### config.mk
export PLATFORM = sky130hd
export DESIGN_NAME = console_escape_sequence_parser_core_flat
export DESIGN_NICKNAME = d
export VERILOG_FILES = /design/src/hw/rtl/ceps_pkg.sv /design/src/hw/rtl/ceps_if.sv /design/src/hw/rtl/ceps_front.sv /design/src/hw/rtl/ceps_queue.sv /design/src/hw/rtl/ceps_back.sv /design/src/hw/rtl/console_escape_sequence_parser_core.sv /design/src/flat_wrapper.sv
export SDC_FILE = /design/constraint.sdc
export NUM_CORES = 1
export LEC_CHECK = 0
export BUFFER_PORTS_ARGS = -buffer_cell sky130_fd_sc_hd__buf_2
export CAP_MARGIN = 25
export CELL_PAD_IN_SITES_DETAIL_PLACEMENT = 1
export CELL_PAD_IN_SITES_GLOBAL_PLACEMENT = 1
export CORE_UTILIZATION = 53
export DETAILED_ROUTE_END_ITERATION = 12
export PLACE_DENSITY = 0.78
export SYNTH_ARGS = -nofsm -noshare
export SYNTH_HDL_FRONTEND = slang
export SYNTH_SLANG_ARGS = --single-unit
### constraint.sdc
create_clock -name clock -period 7.4 [get_ports clock]
set_input_delay 1.11 -clock clock [delete_from_list [all_inputs] [get_ports clock]]
set_output_delay 1.11 -clock clock [all_outputs]
set_load 0.01 [all_outputs]
### src/hw/rtl/ceps_pkg.sv
// Shared types and constants for the console escape-sequence parser.
// No dependencies; every other file of the block imports this package.
package ceps_pkg;

   // Character codes recognized by the parser.
   localparam logic [7:0] CH_ESC     = 8'h1B;
   localparam logic [7:0] CH_BRACKET = 8'h5B;
   localparam logic [7:0] CH_K       = 8'h4B;
   localparam logic [7:0] CH_SEMI    = 8'h3B;
   localparam logic [7:0] CH_H       = 8'h48;
   localparam logic [7:0] CH_ZERO    = 8'h30;
   localparam logic [7:0] CH_NINE    = 8'h39;

   // Field widths.
   localparam int BYTE_W  = 8;
   localparam int KIND_W  = 2;
   localparam int COORD_W = 15;
   localparam int VALUE_W = 14;
   localparam int DIGIT_W = 4;
   // Digit counters hold up to the largest supported digit limit (7).
   localparam int CNT_W   = 3;
   // Beat index inside one replay job (at most 3 + 2*MAX_DIGITS beats).
   localparam int STEP_W  = 5;

   // Result kinds on the output channel.
   localparam logic [KIND_W-1:0] KIND_TEXT   = 2'd0;
   localparam logic [KIND_W-1:0] KIND_CLEAR  = 2'd1;
   localparam logic [KIND_W-1:0] KIND_CURSOR = 2'd2;

   // Job codes passed from the front end to the back end.
   localparam logic [1:0] JOB_TEXT   = 2'd0;
   localparam logic [1:0] JOB_CLEAR  = 2'd1;
   localparam logic [1:0] JOB_CURSOR = 2'd2;
   localparam logic [1:0] JOB_REPLAY = 2'd3;

   // One job: everything but the held digits, whose count follows a parameter.
   typedef struct packed {
      logic [1:0]         code;
      logic [BYTE_W-1:0]  char_val;
      logic               tail_en;
      logic               semi;
      logic [CNT_W-1:0]   row_cnt;
      logic [CNT_W-1:0]   col_cnt;
      logic [COORD_W-1:0] row_coord;
      logic [COORD_W-1:0] col_coord;
   } job_type;

   localparam int JOB_W = $bits(job_type);

   // Queue status seen by both ends.
   typedef struct packed {
      logic full;
      logic empty;
   } q_status_type;

endpackage

### src/hw/rtl/ceps_if.sv
// Valid/ready channel interfaces for the parser's byte input and result output.
// Depends on ceps_pkg for field widths.
interface ceps_req_if import ceps_pkg::*; ();
   logic              valid;
   logic              ready;
   logic [BYTE_W-1:0] byte_in;

   modport source (output valid, output byte_in, input ready);
   modport sink (input valid, input byte_in, output ready);
endinterface

interface ceps_rsp_if import ceps_pkg::*; ();
   logic                      valid;
   logic                      ready;
   logic [KIND_W-1:0]         kind;
   logic [BYTE_W-1:0]         text_char;
   logic signed [COORD_W-1:0] row;
   logic signed [COORD_W-1:0] column;
   logic                      last;

   modport source (output valid, output kind, output text_char, output row,
                   output column, output last, input ready);
   modport sink (input valid, input kind, input text_char, input row,
                 input column, input last, output ready);
endinterface

### src/hw/rtl/ceps_front.sv
// Front end: accepts bytes, runs the escape-sequence state machine, emits jobs.
// Depends on ceps_pkg and ceps_req_if.
module ceps_front import ceps_pkg::*; #(
   parameter int MAX_DIGITS = 4
) (
   input  logic                                clock,
   input  logic                                reset,
   ceps_req_if.sink                            req_chan,
   input  q_status_type                        q_status,
   output logic                                job_push,
   output job_type                             job,
   output logic [2*MAX_DIGITS-1:0][DIGIT_W-1:0] job_digits
);

   localparam int NDIG  = 2 * MAX_DIGITS;
   localparam int IDX_W = $clog2(NDIG);

   // Parser phases.
   localparam logic [2:0] PH_TEXT     = 3'd0;
   localparam logic [2:0] PH_ESC      = 3'd1;
   localparam logic [2:0] PH_BRACKET  = 3'd2;
   localparam logic [2:0] PH_ROW      = 3'd3;
   localparam logic [2:0] PH_COLSTART = 3'd4;
   localparam logic [2:0] PH_COL      = 3'd5;

   logic [2:0]         phase_ff, phase_in;
   logic [CNT_W-1:0]   row_cnt_ff, row_cnt_in;
   logic [CNT_W-1:0]   col_cnt_ff, col_cnt_in;
   logic [VALUE_W-1:0] row_val_ff, row_val_in;
   logic [VALUE_W-1:0] col_val_ff, col_val_in;
   logic [DIGIT_W-1:0] dig_ff [NDIG];

   logic               accept;
   logic [BYTE_W-1:0]  b;
   logic               is_digit;
   logic [DIGIT_W-1:0] d;
   logic               dig_we;
   logic [IDX_W-1:0]   dig_idx;
   logic               row_room;
   logic               col_room;
   logic [17:0]        row_acc;
   logic [17:0]        col_acc;

   assign req_chan.ready = !q_status.full;
   assign accept   = req_chan.valid && req_chan.ready;
   assign b        = req_chan.byte_in;
   assign is_digit = (b >= CH_ZERO) && (b <= CH_NINE);
   assign d        = b[DIGIT_W-1:0];
   assign row_room = row_cnt_ff < CNT_W'(MAX_DIGITS);
   assign col_room = col_cnt_ff < CNT_W'(MAX_DIGITS);

   // Decimal accumulation, wrapped to the value width below.
   assign row_acc = {4'b0, row_val_ff} * 18'd10 + {14'b0, d};
   assign col_acc = {4'b0, col_val_ff} * 18'd10 + {14'b0, d};

   // Held digits are copied into every replay job.
   always_comb begin
      for (int i = 0; i < NDIG; i++) begin
         job_digits[i] = dig_ff[i];
      end
   end

   // Next-state and job generation for one accepted byte.
   always_comb begin
      phase_in   = phase_ff;
      row_cnt_in = row_cnt_ff;
      col_cnt_in = col_cnt_ff;
      row_val_in = row_val_ff;
      col_val_in = col_val_ff;
      dig_we     = 1'b0;
      dig_idx    = '0;
      job_push   = 1'b0;

      job.code      = JOB_TEXT;
      job.char_val  = b;
      job.tail_en   = (b != CH_ESC);
      job.semi      = (phase_ff == PH_COLSTART) || (phase_ff == PH_COL);
      job.row_cnt   = row_cnt_ff;
      job.col_cnt   = col_cnt_ff;
      job.row_coord = {1'b0, row_val_ff} - COORD_W'(1);
      job.col_coord = {1'b0, col_val_ff} - COORD_W'(1);

      if (accept) begin
         case (phase_ff)
            PH_ESC: begin
               if (b == CH_BRACKET) begin
                  phase_in = PH_BRACKET;
               end else if (b == CH_ESC) begin
                  phase_in = PH_ESC;
               end else begin
                  phase_in = PH_TEXT;
                  job_push = 1'b1;
               end
            end
            PH_BRACKET: begin
               if (b == CH_K) begin
                  job.code = JOB_CLEAR;
                  job_push = 1'b1;
                  phase_in = PH_TEXT;
               end else if (is_digit) begin
                  dig_we     = 1'b1;
                  dig_idx    = '0;
                  row_cnt_in = CNT_W'(1);
                  row_val_in = VALUE_W'(d);
                  phase_in   = PH_ROW;
               end else begin
                  job.code = JOB_REPLAY;
                  job_push = 1'b1;
               end
            end
            PH_ROW: begin
               if (is_digit && row_room) begin
                  dig_we     = 1'b1;
                  dig_idx    = IDX_W'(row_cnt_ff);
                  row_cnt_in = row_cnt_ff + CNT_W'(1);
                  row_val_in = row_acc[VALUE_W-1:0];
               end else if (b == CH_SEMI) begin
                  phase_in = PH_COLSTART;
               end else begin
                  job.code = JOB_REPLAY;
                  job_push = 1'b1;
               end
            end
            PH_COLSTART: begin
               if (is_digit) begin
                  dig_we     = 1'b1;
                  dig_idx    = IDX_W'(MAX_DIGITS);
                  col_cnt_in = CNT_W'(1);
                  col_val_in = VALUE_W'(d);
                  phase_in   = PH_COL;
               end else begin
                  job.code = JOB_REPLAY;
                  job_push = 1'b1;
               end
            end
            PH_COL: begin
               if (is_digit && col_room) begin
                  dig_we     = 1'b1;
                  dig_idx    = IDX_W'(MAX_DIGITS) + IDX_W'(col_cnt_ff);
                  col_cnt_in = col_cnt_ff + CNT_W'(1);
                  col_val_in = col_acc[VALUE_W-1:0];
               end else if (b == CH_H) begin
                  job.code = JOB_CURSOR;
                  job_push = 1'b1;
                  phase_in = PH_TEXT;
               end else begin
                  job.code = JOB_REPLAY;
                  job_push = 1'b1;
               end
            end
            default: begin
               // Text mode: an escape opens a sequence, anything else is text.
               if (b == CH_ESC) begin
                  phase_in = PH_ESC;
               end else begin
                  phase_in = PH_TEXT;
                  job_push = 1'b1;
               end
            end
         endcase

         // Any result ends the sequence; a break-off restarts on the byte itself.
         if (job_push || (phase_ff != PH_ESC && b == CH_ESC && !dig_we)) begin
            if (job.code == JOB_REPLAY || job.code == JOB_CLEAR ||
                job.code == JOB_CURSOR || phase_ff == PH_TEXT) begin
               row_cnt_in = '0;
               col_cnt_in = '0;
               row_val_in = '0;
               col_val_in = '0;
            end
         end
         if (job_push && job.code == JOB_REPLAY) begin
            phase_in = (b == CH_ESC) ? PH_ESC : PH_TEXT;
         end
         // A break-off on an escape yields a replay job too.
         if ((phase_ff == PH_ROW || phase_ff == PH_COLSTART || phase_ff == PH_COL ||
              phase_ff == PH_BRACKET) && phase_in == PH_ESC) begin
            row_cnt_in = '0;
            col_cnt_in = '0;
            row_val_in = '0;
            col_val_in = '0;
         end
      end
   end

   // Control state.
   always_ff @(posedge clock) begin
      if (reset) begin
         phase_ff   <= PH_TEXT;
         row_cnt_ff <= '0;
         col_cnt_ff <= '0;
         row_val_ff <= '0;
         col_val_ff <= '0;
      end else begin
         phase_ff   <= phase_in;
         row_cnt_ff <= row_cnt_in;
         col_cnt_ff <= col_cnt_in;
         row_val_ff <= row_val_in;
         col_val_ff <= col_val_in;
      end
   end

   // Held digit store; entries are read only below the held counts.
   always_ff @(posedge clock) begin
      for (int i = 0; i < NDIG; i++) begin
         if (dig_we && int'(dig_idx) == i) begin
            dig_ff[i] <= d;
         end
      end
   end

endmodule

### src/hw/rtl/ceps_queue.sv
// Short first-in first-out job queue between the front and back ends.
// Depends on ceps_pkg for the status type.
module ceps_queue import ceps_pkg::*; #(
   parameter int WIDTH = 8,
   parameter int DEPTH = 4
) (
   input  logic             clock,
   input  logic             reset,
   input  logic             push,
   input  logic [WIDTH-1:0] push_data,
   input  logic             pop,
   output logic [WIDTH-1:0] pop_data,
   output q_status_type     status
);

   localparam int PTR_W = (DEPTH > 1) ? $clog2(DEPTH) : 1;
   localparam int CNT_QW = $clog2(DEPTH + 1);

   logic [WIDTH-1:0]  mem_ff [DEPTH];
   logic [PTR_W-1:0]  wr_ptr_ff, wr_ptr_in;
   logic [PTR_W-1:0]  rd_ptr_ff, rd_ptr_in;
   logic [CNT_QW-1:0] count_ff, count_in;

   assign status.full  = (count_ff == CNT_QW'(DEPTH));
   assign status.empty = (count_ff == '0);
   assign pop_data     = mem_ff[rd_ptr_ff];

   // Pointer and fill-count bookkeeping.
   always_comb begin
      wr_ptr_in = wr_ptr_ff;
      rd_ptr_in = rd_ptr_ff;
      count_in  = count_ff;
      if (push) begin
         wr_ptr_in = (wr_ptr_ff == PTR_W'(DEPTH - 1)) ? '0 : wr_ptr_ff + PTR_W'(1);
      end
      if (pop) begin
         rd_ptr_in = (rd_ptr_ff == PTR_W'(DEPTH - 1)) ? '0 : rd_ptr_ff + PTR_W'(1);
      end
      if (push && !pop) begin
         count_in = count_ff + CNT_QW'(1);
      end else if (pop && !push) begin
         count_in = count_ff - CNT_QW'(1);
      end
   end

   always_ff @(posedge clock) begin
      if (reset) begin
         wr_ptr_ff <= '0;
         rd_ptr_ff <= '0;
         count_ff  <= '0;
      end else begin
         wr_ptr_ff <= wr_ptr_in;
         rd_ptr_ff <= rd_ptr_in;
         count_ff  <= count_in;
      end
   end

   // Storage.
   always_ff @(posedge clock) begin
      if (push) begin
         mem_ff[wr_ptr_ff] <= push_data;
      end
   end

endmodule

### src/hw/rtl/ceps_back.sv
// Back end: turns the queue head job into result beats, one per cycle when not stalled.
// Depends on ceps_pkg and ceps_rsp_if.
module ceps_back import ceps_pkg::*; #(
   parameter int MAX_DIGITS = 4
) (
   input  logic                                 clock,
   input  logic                                 reset,
   input  logic                                 head_valid,
   input  job_type                              head_job,
   input  logic [2*MAX_DIGITS-1:0][DIGIT_W-1:0] head_digits,
   output logic                                 pop,
   ceps_rsp_if.source                           rsp_chan
);

   logic [STEP_W-1:0]  step_ff, step_in;
   logic               out_valid_ff, out_valid_in;
   logic [KIND_W-1:0]  kind_ff, kind_in;
   logic [BYTE_W-1:0]  char_ff, char_in;
   logic [COORD_W-1:0] row_ff, row_in;
   logic [COORD_W-1:0] col_ff, col_in;
   logic               last_ff, last_in;

   logic               load;
   logic               beat_go;
   logic [STEP_W-1:0]  rc;
   logic [STEP_W-1:0]  cc;
   logic [STEP_W-1:0]  total;
   logic [BYTE_W-1:0]  replay_char;
   logic               replay_last;

   assign load    = !out_valid_ff || rsp_chan.ready;
   assign beat_go = head_valid && load;
   assign rc      = STEP_W'(head_job.row_cnt);
   assign cc      = STEP_W'(head_job.col_cnt);
   assign total   = STEP_W'(1) + rc + STEP_W'(head_job.semi) + cc
                    + STEP_W'(head_job.tail_en);
   assign replay_last = (step_ff == total - STEP_W'(1));

   // Character of the current replay beat: '[', row digits, ';', column digits, tail.
   always_comb begin
      replay_char = head_job.char_val;
      if (step_ff == '0) begin
         replay_char = CH_BRACKET;
      end else if (step_ff <= rc) begin
         for (int i = 0; i < MAX_DIGITS; i++) begin
            if (step_ff == STEP_W'(i + 1)) begin
               replay_char = CH_ZERO | {4'b0, head_digits[i]};
            end
         end
      end else if (head_job.semi && step_ff == rc + STEP_W'(1)) begin
         replay_char = CH_SEMI;
      end else if (head_job.semi && step_ff <= rc + STEP_W'(1) + cc) begin
         for (int i = 0; i < MAX_DIGITS; i++) begin
            if (step_ff == rc + STEP_W'(i + 2)) begin
               replay_char = CH_ZERO | {4'b0, head_digits[MAX_DIGITS + i]};
            end
         end
      end
   end

   // Beat formation and output register.
   always_comb begin
      kind_in = kind_ff;
      char_in = char_ff;
      row_in  = row_ff;
      col_in  = col_ff;
      last_in = last_ff;
      pop     = 1'b0;
      step_in = step_ff;
      out_valid_in = rsp_chan.ready ? 1'b0 : out_valid_ff;

      if (beat_go) begin
         out_valid_in = 1'b1;
         row_in  = '0;
         col_in  = '0;
         char_in = '0;
         last_in = 1'b1;
         case (head_job.code)
            JOB_TEXT: begin
               kind_in = KIND_TEXT;
               char_in = head_job.char_val;
            end
            JOB_CLEAR: begin
               kind_in = KIND_CLEAR;
            end
            JOB_CURSOR: begin
               kind_in = KIND_CURSOR;
               row_in  = head_job.row_coord;
               col_in  = head_job.col_coord;
            end
            JOB_REPLAY: begin
               kind_in = KIND_TEXT;
               char_in = replay_char;
               last_in = replay_last;
            end
            default: begin
               kind_in = KIND_TEXT;
            end
         endcase
         pop     = last_in;
         step_in = last_in ? '0 : step_ff + STEP_W'(1);
      end
   end

   always_ff @(posedge clock) begin
      if (reset) begin
         out_valid_ff <= 1'b0;
         step_ff      <= '0;
      end else begin
         out_valid_ff <= out_valid_in;
         step_ff      <= step_in;
      end
   end

   always_ff @(posedge clock) begin
      kind_ff <= kind_in;
      char_ff <= char_in;
      row_ff  <= row_in;
      col_ff  <= col_in;
      last_ff <= last_in;
   end

   assign rsp_chan.valid     = out_valid_ff;
   assign rsp_chan.kind      = kind_ff;
   assign rsp_chan.text_char = char_ff;
   assign rsp_chan.row       = row_ff;
   assign rsp_chan.column    = col_ff;
   assign rsp_chan.last      = last_ff;

endmodule

### src/hw/rtl/console_escape_sequence_parser_core.sv
// Top level of the console escape-sequence parser.
// Depends on ceps_pkg, ceps_if, ceps_front, ceps_queue and ceps_back.
//
// Usage:
//   req_chan carries one text byte per beat (byte_in). rsp_chan carries result
//   beats: kind (text, clear to end of line, set cursor), text_char, zero-based
//   row and column, and last, which marks the final result of an input byte.
//   Plain text, ESC[K and ESC[row;colH each give one result. A broken-off
//   sequence replays '[', the held digits and ';' as text before the breaking
//   byte, up to 3 + 2*MAX_DIGITS beats for one input byte. An opening ESC, the
//   '[' after it and up to MAX_DIGITS digit bytes per field give no result.
//   The job for a byte is written into the job queue; its first result beat
//   then passes from the queue head through the output register to rsp_chan.
//   Throughput: one byte per cycle while each byte gives at most one result;
//   the back end emits one beat per cycle while rsp_chan is ready, so a replay
//   job holds the queue head until all its beats are out. The QUEUE_DEPTH-entry
//   queue absorbs bursts; req_chan.ready drops only when that queue is full.
//   A stalled receiver holds the output register; the queue keeps taking jobs
//   until it fills. Reset clears the parser to text mode and empties the queue
//   and output register; no clearing pass is needed.
module console_escape_sequence_parser_core import ceps_pkg::*; #(
   parameter int MAX_DIGITS  = 4,
   parameter int QUEUE_DEPTH = 4
) (
   input  logic       clock,
   input  logic       reset,
   ceps_req_if.sink   req_chan,
   ceps_rsp_if.source rsp_chan
);

   localparam int DIGS_W = 2 * MAX_DIGITS * DIGIT_W;
   localparam int QW     = JOB_W + DIGS_W;

   logic                                 q_push;
   job_type                              f_job;
   logic [2*MAX_DIGITS-1:0][DIGIT_W-1:0] f_digits;
   logic [QW-1:0]                        q_head;
   q_status_type                         q_status;
   logic                                 q_pop;
   job_type                              b_job;
   logic [2*MAX_DIGITS-1:0][DIGIT_W-1:0] b_digits;

   // Front end: parse bytes into jobs.
   ceps_front #(
      .MAX_DIGITS(MAX_DIGITS)
   ) u_front (
      .clock      (clock),
      .reset      (reset),
      .req_chan   (req_chan),
      .q_status   (q_status),
      .job_push   (q_push),
      .job        (f_job),
      .job_digits (f_digits)
   );

   // Job queue between the two ends.
   ceps_queue #(
      .WIDTH(QW),
      .DEPTH(QUEUE_DEPTH)
   ) u_queue (
      .clock     (clock),
      .reset     (reset),
      .push      (q_push),
      .push_data ({f_digits, f_job}),
      .pop       (q_pop),
      .pop_data  (q_head),
      .status    (q_status)
   );

   assign b_job    = q_head[JOB_W-1:0];
   assign b_digits = q_head[QW-1:JOB_W];

   // Back end: expand jobs into result beats.
   ceps_back #(
      .MAX_DIGITS(MAX_DIGITS)
   ) u_back (
      .clock       (clock),
      .reset       (reset),
      .head_valid  (!q_status.empty),
      .head_job    (b_job),
      .head_digits (b_digits),
      .pop         (q_pop),
      .rsp_chan    (rsp_chan)
   );

`ifndef SYNTHESIS
   // A job is never written into a full queue.
   assert property (@(posedge clock) disable iff (reset) q_push |-> !q_status.full)
      else $error("job pushed into full queue");

   // A job is never taken from an empty queue.
   assert property (@(posedge clock) disable iff (reset) q_pop |-> !q_status.empty)
      else $error("job popped from empty queue");

   // Commands are always the final result of their byte.
   assert property (@(posedge clock) disable iff (reset)
      (rsp_chan.valid && rsp_chan.kind != KIND_TEXT) |-> rsp_chan.last)
      else $error("command beat without last");

   // No result beat is shown right after reset.
   assert property (@(posedge clock) disable iff (reset) $past(reset) |-> !rsp_chan.valid)
      else $error("result valid after reset");
`endif

endmodule
### src/flat_wrapper.sv
// flat-port wrapper written by rule: the top's interface ports become plain ports
module console_escape_sequence_parser_core_flat import ceps_pkg::*;
#(
   parameter int MAX_DIGITS  = 4,
   parameter int QUEUE_DEPTH = 4
)
  (clock, reset, req_chan_valid, req_chan_byte_in, req_chan_ready, rsp_chan_valid, rsp_chan_kind, rsp_chan_text_char, rsp_chan_row, rsp_chan_column, rsp_chan_last, rsp_chan_ready);
  ceps_req_if req_chan_i ();
  ceps_rsp_if rsp_chan_i ();
  input  logic clock;
  input  logic reset;
  input wire logic [$bits(req_chan_i.valid)-1:0] req_chan_valid;
  input wire logic [$bits(req_chan_i.byte_in)-1:0] req_chan_byte_in;
  output wire logic [$bits(req_chan_i.ready)-1:0] req_chan_ready;
  output wire logic [$bits(rsp_chan_i.valid)-1:0] rsp_chan_valid;
  output wire logic [$bits(rsp_chan_i.kind)-1:0] rsp_chan_kind;
  output wire logic [$bits(rsp_chan_i.text_char)-1:0] rsp_chan_text_char;
  output wire logic [$bits(rsp_chan_i.row)-1:0] rsp_chan_row;
  output wire logic [$bits(rsp_chan_i.column)-1:0] rsp_chan_column;
  output wire logic [$bits(rsp_chan_i.last)-1:0] rsp_chan_last;
  input wire logic [$bits(rsp_chan_i.ready)-1:0] rsp_chan_ready;
  assign req_chan_i.valid = req_chan_valid;
  assign req_chan_i.byte_in = req_chan_byte_in;
  assign req_chan_ready = req_chan_i.ready;
  assign rsp_chan_valid = rsp_chan_i.valid;
  assign rsp_chan_kind = rsp_chan_i.kind;
  assign rsp_chan_text_char = rsp_chan_i.text_char;
  assign rsp_chan_row = rsp_chan_i.row;
  assign rsp_chan_column = rsp_chan_i.column;
  assign rsp_chan_last = rsp_chan_i.last;
  assign rsp_chan_i.ready = rsp_chan_ready;
  console_escape_sequence_parser_core #(.MAX_DIGITS(MAX_DIGITS), .QUEUE_DEPTH(QUEUE_DEPTH)) u_core (.clock(clock), .reset(reset), .req_chan(req_chan_i), .rsp_chan(rsp_chan_i));
endmodule
==> impl_results.html <==
<table>
<tr><th>Metric</th><th>Value</th></tr>
<tr><th colspan="2">Outcome</th></tr>
<tr><td>Status</td><td>completed</td></tr>
<tr><th colspan="2">Yosys</th></tr>
<tr><td>Synth async-reset ratio</td><td>0%</td></tr>
<tr><td>Synth Net Count</td><td>1458</td></tr>
<tr><td>Synthesized area</td><td>20100 um^2</td></tr>
<tr><td>Avg Synthesized Cell Area</td><td>14.9 um^2</td></tr>
<tr><td>Leading register cell type out of synthesis</td><td>sky130_fd_sc_hd__edfxtp_1</td></tr>
<tr><td>Post-synth cell types</td><td>74</td></tr>
<tr><td>Yosys warning count</td><td>0</td></tr>
<tr><td>Count of state elements after synthesis</td><td>445</td></tr>
<tr><td>Post-synthesis sequential area ratio</td><td>63.7%</td></tr>
<tr><td>Cell count after synthesis</td><td>1351</td></tr>
<tr><td>Number of synthesized flops with an enable pin</td><td>393</td></tr>
<tr><th colspan="2">Setup path</th></tr>
<tr><td>Type of element capturing the critical path</td><td>register</td></tr>
<tr><td>Launching element type of the critical path</td><td>register</td></tr>
<tr><td>Crit path arrival time</td><td>6.25 ns</td></tr>
<tr><td>Critical path type</td><td>reg -&gt; reg</td></tr>
<tr><td>Maximum fanout count along the critical path</td><td>26</td></tr>
<tr><td>Required time at the endpoint of the critical path</td><td>7.89 ns</td></tr>
<tr><th colspan="2">Routing</th></tr>
<tr><td>Highest metal layer with signal wires</td><td>met4</td></tr>
<tr><td>Number of vias in the routed layout</td><td>11900</td></tr>
<tr><td>Detailed router's first-iteration violation count</td><td>1034</td></tr>
<tr><td>Remaining design rule violation count</td><td>0</td></tr>
<tr><td>Routed via count divided by cell count</td><td>6.09</td></tr>
<tr><td>Routed met2 length</td><td>23.0 mm</td></tr>
<tr><td>Pre-antenna DRT Iters</td><td>5</td></tr>
<tr><td>Met3 WL</td><td>2.41 mm</td></tr>
<tr><td>Routed WL per cell</td><td>24.3 um</td></tr>
<tr><td>Number of nets still failing antenna checks after routing</td><td>0</td></tr>
<tr><td>Routed WL</td><td>47.6 mm</td></tr>
<tr><td>Met1 layer wirelength in the final routing</td><td>21.2 mm</td></tr>
<tr><th colspan="2">STA</th></tr>
<tr><td>Actual slew at the worst max-slew pin</td><td>1.05 ns</td></tr>
<tr><td>Fin. Hold Viols</td><td>0</td></tr>
<tr><td>Min Tclk post-route</td><td>5.76 ns</td></tr>
<tr><td>Final number of setup-violating endpoints</td><td>0</td></tr>
<tr><td>Portion of the clock cycle consumed by the worst path in the final layout</td><td>77.9%</td></tr>
<tr><td>Final setup skew</td><td>0.0209 ns</td></tr>
<tr><td>Headroom to the max-slew limit</td><td>29.8%</td></tr>
<tr><td>Setup slack of the critical path after layout</td><td>1.64 ns</td></tr>
<tr><td>TNS Setup</td><td>0 ns</td></tr>
<tr><td>Max-slew violations</td><td>0</td></tr>
<tr><td>Setup repair after global routing missed its margin</td><td>false</td></tr>
<tr><td>Maximum clock rate</td><td>173 MHz</td></tr>
<tr><th colspan="2">Clock network</th></tr>
<tr><td>Clock Sink Count</td><td>445</td></tr>
<tr><td>Clock-pin transition on the worst setup and hold timing paths</td><td>0.06 ns</td></tr>
<tr><td>H-tree depth</td><td>2</td></tr>
<tr><td>Gates resized, CTS repair</td><td>0</td></tr>
<tr><td>Number of buffers added to fix hold violations after cts</td><td>0</td></tr>
<tr><td>Clock latency at the later pin of the worst-skew pair</td><td>0.57 ns</td></tr>
<tr><td>Buffers inserted during post-CTS setup optimization</td><td>0</td></tr>
<tr><td>Clock tree root driver cell</td><td>sky130_fd_sc_hd__clkbuf_16</td></tr>
<tr><td>CTS Buf Count</td><td>45</td></tr>
<tr><td>Maximum count of clock buffers along a single path</td><td>3</td></tr>
<tr><td>Clock tree from TritonCTS</td><td>built</td></tr>
<tr><th colspan="2">Placed design</th></tr>
<tr><td>Cell count after placement</td><td>1879</td></tr>
<tr><td>Number of port buffers</td><td>54</td></tr>
<tr><td>Half-perimeter wire length after placement</td><td>30.6 mm</td></tr>
<tr><td>Final weighted congestion of routability-driven global placement</td><td>0.841</td></tr>
<tr><td>Worst setup slack before clock tree synthesis</td><td>1.67 ns</td></tr>
<tr><th colspan="2">Global routing</th></tr>
<tr><td>Largest net degree at the start of global routing</td><td>60</td></tr>
<tr><td>Antenna violations before repair</td><td>0</td></tr>
<tr><td>Global route overflow</td><td>0</td></tr>
<tr><td>Gr usage total</td><td>25.2%</td></tr>
<tr><td>Global-route wire length before repair</td><td>73.8 mm</td></tr>
<tr><td>Number of global-route vias before repair</td><td>12800</td></tr>
<tr><th colspan="2">Floorplanning</th></tr>
<tr><td>Horizontal die dimension</td><td>197 um</td></tr>
<tr><td>Core Footprint</td><td>37600 um^2</td></tr>
<tr><td>Number of placement rows</td><td>71</td></tr>
<tr><td>Total I/O pin count</td><td>55</td></tr>
<tr><td>Die Footprint</td><td>38800 um^2</td></tr>
<tr><td>Die Y</td><td>197 um</td></tr>
<tr><td>Initial core utilization</td><td>53.6%</td></tr>
<tr><th colspan="2">Finish</th></tr>
<tr><td>Final core utilization</td><td>60.0%</td></tr>
<tr><td>Finished Layout Cells</td><td>1959</td></tr>
<tr><td>Fraction of layout instances using a drive strength above 1</td><td>16.3%</td></tr>
<tr><td>Growth of design area from synthesis to finish</td><td>12.0%</td></tr>
<tr><td>Final net count</td><td>1523</td></tr>
<tr><td>ANT cells</td><td>0</td></tr>
<tr><th colspan="2">Power</th></tr>
<tr><td>Leakage power</td><td>0.00750 uW</td></tr>
<tr><td>Largest voltage drop on the vdd net</td><td>0.000223 V</td></tr>
<tr><td>Power per Cell Area</td><td>331 nW/um^2</td></tr>
<tr><th colspan="2">Run</th></tr>
<tr><td>Number of max-capacitance violations reported</td><td>0</td></tr>
<tr><th colspan="2">Min path</th></tr>
<tr><td>Class of the tightest hold or removal check</td><td>reg -&gt; reg</td></tr>
</table>
[per-stage QoR]
stage	power, uW	hold WS, ns	cell area, um^2
finish	7460	0.492	22600
global route	7760	0.518	22600
CTS	7510	0.497	22500
detailed placement	5070	0.485	21000
global placement	4990	0.465	21000
floorplan	4480	0.448	20100
[per-layer routing]
layer  global-route usage, %  vias up
met4                    6.17        0
met3                    3.46       75
li1                        -     5316
met1                    35.9     6178
met2                    41.2      352
met5                       0        -
[worst max-delay path, cell delays in order (launching register included)]
cell	delay [ns]
sky130_fd_sc_hd__dfxtp_4	0.64
sky130_fd_sc_hd__buf_4	0.54
sky130_fd_sc_hd__mux4_2	0.65
sky130_fd_sc_hd__inv_1	0.09
sky130_fd_sc_hd__ha_1	0.25
sky130_fd_sc_hd__fa_1	0.40
sky130_fd_sc_hd__inv_1	0.11
sky130_fd_sc_hd__fa_1	0.22
sky130_fd_sc_hd__a21o_1	0.12
sky130_fd_sc_hd__a21oi_1	0.06
sky130_fd_sc_hd__xor2_1	0.15
sky130_fd_sc_hd__xnor2_1	0.15
sky130_fd_sc_hd__o41ai_1	0.64
sky130_fd_sc_hd__and2_0	0.42
sky130_fd_sc_hd__inv_1	0.09
sky130_fd_sc_hd__ha_1	0.25
sky130_fd_sc_hd__inv_1	0.10
sky130_fd_sc_hd__fa_1	0.19
sky130_fd_sc_hd__xor2_1	0.08
sky130_fd_sc_hd__or3_1	0.32
sky130_fd_sc_hd__a21oi_1	0.17
[cells by family after synthesis]
logic type,count (synthesis),share of synthesized area [%]
buf+inv,97,1.96
xor+xnor,83,3.61
mux,92,9.54
compound gates,200,6.58
fa+ha+maj,95,6.20
simple gates,339,8.37
flops,445,63.7
[where the power goes]
group | total, uW | switching (uW) | leakage [uW] | internal [uW]
combinational | 1870 | 1120 | 0.00305 | 750
sequential | 3150 | 122 | 0.00369 | 3030
clock | 2440 | 951 | 0.000772 | 1490
total | 7460 | 2190 | 0.00750 | 5270
[placed cells by master, fill, tap and decap left out, types with 7 or more instances in the layout]
cell                        netlist  routed
sky130_fd_sc_hd__a21o_1           8       8
sky130_fd_sc_hd__clkinv_2         0       7
sky130_fd_sc_hd__buf_4            0      13
sky130_fd_sc_hd__nand2_1         63      63
sky130_fd_sc_hd__o21bai_1         7       7
sky130_fd_sc_hd__nand2b_1        11      11
sky130_fd_sc_hd__a21oi_1         54      53
sky130_fd_sc_hd__edfxtp_1       393     393
sky130_fd_sc_hd__dfxtp_1         52      50
sky130_fd_sc_hd__fa_1             8       8
sky130_fd_sc_hd__a22oi_1         22      22
sky130_fd_sc_hd__buf_2           12      54
sky130_fd_sc_hd__nor3b_1          8       8
sky130_fd_sc_hd__or3_1            7       7
sky130_fd_sc_hd__xor2_1          40      40
sky130_fd_sc_hd__o21ai_0         38      38
sky130_fd_sc_hd__ha_1            87      87
sky130_fd_sc_hd__nand3_1         23      23
sky130_fd_sc_hd__nor2_1         109     109
sky130_fd_sc_hd__and2_1          38      34
sky130_fd_sc_hd__nor2b_1          9       9
sky130_fd_sc_hd__nor3_1          25      25
sky130_fd_sc_hd__mux4_2          80      80
sky130_fd_sc_hd__bufinv_16        0      10
sky130_fd_sc_hd__xnor2_1         43      43
sky130_fd_sc_hd__inv_1           47      47
sky130_fd_sc_hd__clkbuf_16        0      46
sky130_fd_sc_hd__mux2i_1         11      11
sky130_fd_sc_hd__nand4_1         13      13
[final timing paths]
path                                     from                      endpoint  slack, ns  depth (start not counted)
setup reg to reg                     register    u_core.u_queue.count_ff[2]       1.64                         20
setup / recovery                     register    u_core.u_queue.count_ff[2]       1.64                         20
hold / removal    u_core.u_front.dig_ff[1][1]  u_core.u_queue.mem_ff[3][65]       0.49                          0
hold reg to reg   u_core.u_front.dig_ff[1][1]  u_core.u_queue.mem_ff[3][65]       0.49                          0
[layout make-up]
cell class / instances / area, um^2
multi-input cells: 809 / 6930
clock buffers: 52 / 1170
repair buffers: 67 / 368
inverters: 48 / 180
clock inverters: 27 / 414
well taps: 511 / 639
flip-flops and latches: 445 / 12800
fillers: 3514 / 15000
[flip-flops by register name, summed over array words and instances, names as in the netlist, 2 cells and up, named ones only]
name	cells
u_core.u_front.col_cnt_ff	3
u_core.u_back.rsp_chan.row	15
u_core.u_front.row_cnt_ff	3
u_core.u_back.step_ff	5
u_core.u_front.dig_ff	32
u_core.u_front.col_val_ff	14
u_core.u_back.rsp_chan.kind	2
u_core.u_queue.count_ff	3
u_core.u_front.row_val_ff	14
u_core.u_back.rsp_chan.column	15
u_core.u_front.phase_ff	3
u_core.u_queue.rd_ptr_ff	2
u_core.u_queue.wr_ptr_ff	2
u_core.u_back.rsp_chan.text_char	8
u_core.u_queue.mem_ff	320
[cell usage after synthesis, types with 3 or more instances]
| cell | count | area share (%) |
|---|---|---|
| sky130_fd_sc_hd__and2_1 | 38 | 1.2 |
| sky130_fd_sc_hd__a22oi_1 | 22 | 0.82 |
| sky130_fd_sc_hd__a21oi_1 | 54 | 1.3 |
| sky130_fd_sc_hd__nand3_1 | 23 | 0.57 |
| sky130_fd_sc_hd__o211ai_1 | 5 | 0.19 |
| sky130_fd_sc_hd__nand4_1 | 13 | 0.40 |
| sky130_fd_sc_hd__nor2_1 | 109 | 2.0 |
| sky130_fd_sc_hd__ha_1 | 87 | 5.4 |
| sky130_fd_sc_hd__nand2_1 | 63 | 1.2 |
| sky130_fd_sc_hd__or3_1 | 7 | 0.22 |
| sky130_fd_sc_hd__o21a_1 | 5 | 0.19 |
| sky130_fd_sc_hd__nor4_1 | 6 | 0.19 |
| sky130_fd_sc_hd__nand2b_1 | 11 | 0.34 |
| sky130_fd_sc_hd__o22ai_1 | 6 | 0.19 |
| sky130_fd_sc_hd__dfxtp_1 | 52 | 5.2 |
| sky130_fd_sc_hd__nand3b_1 | 5 | 0.19 |
| sky130_fd_sc_hd__a22o_1 | 3 | 0.13 |
| sky130_fd_sc_hd__buf_2 | 12 | 0.30 |
| sky130_fd_sc_hd__xor2_1 | 40 | 1.7 |
| sky130_fd_sc_hd__a32oi_1 | 4 | 0.17 |
| sky130_fd_sc_hd__fa_1 | 8 | 0.79 |
| sky130_fd_sc_hd__a211oi_1 | 5 | 0.19 |
| sky130_fd_sc_hd__o41ai_1 | 3 | 0.13 |
| sky130_fd_sc_hd__o2111ai_1 | 6 | 0.26 |
| sky130_fd_sc_hd__buf_1 | 4 | 0.074 |
| sky130_fd_sc_hd__a21o_1 | 8 | 0.30 |
| sky130_fd_sc_hd__xnor2_1 | 43 | 1.9 |
| sky130_fd_sc_hd__mux4_2 | 80 | 8.9 |
| sky130_fd_sc_hd__inv_1 | 47 | 0.88 |
| sky130_fd_sc_hd__nor2b_1 | 9 | 0.28 |
| sky130_fd_sc_hd__o31ai_1 | 4 | 0.15 |
| sky130_fd_sc_hd__a31oi_1 | 4 | 0.12 |
| sky130_fd_sc_hd__a2bb2oi_1 | 4 | 0.17 |
| sky130_fd_sc_hd__nor3_1 | 25 | 0.62 |
| sky130_fd_sc_hd__o21bai_1 | 7 | 0.26 |
| sky130_fd_sc_hd__o21ai_0 | 38 | 0.94 |
| sky130_fd_sc_hd__or2_2 | 5 | 0.16 |
| sky130_fd_sc_hd__nor3b_1 | 8 | 0.30 |
| sky130_fd_sc_hd__mux2i_1 | 11 | 0.55 |
| sky130_fd_sc_hd__clkbuf_1 | 30 | 0.56 |
| sky130_fd_sc_hd__edfxtp_1 | 393 | 59 |
(Power assumes the default switching activity.)
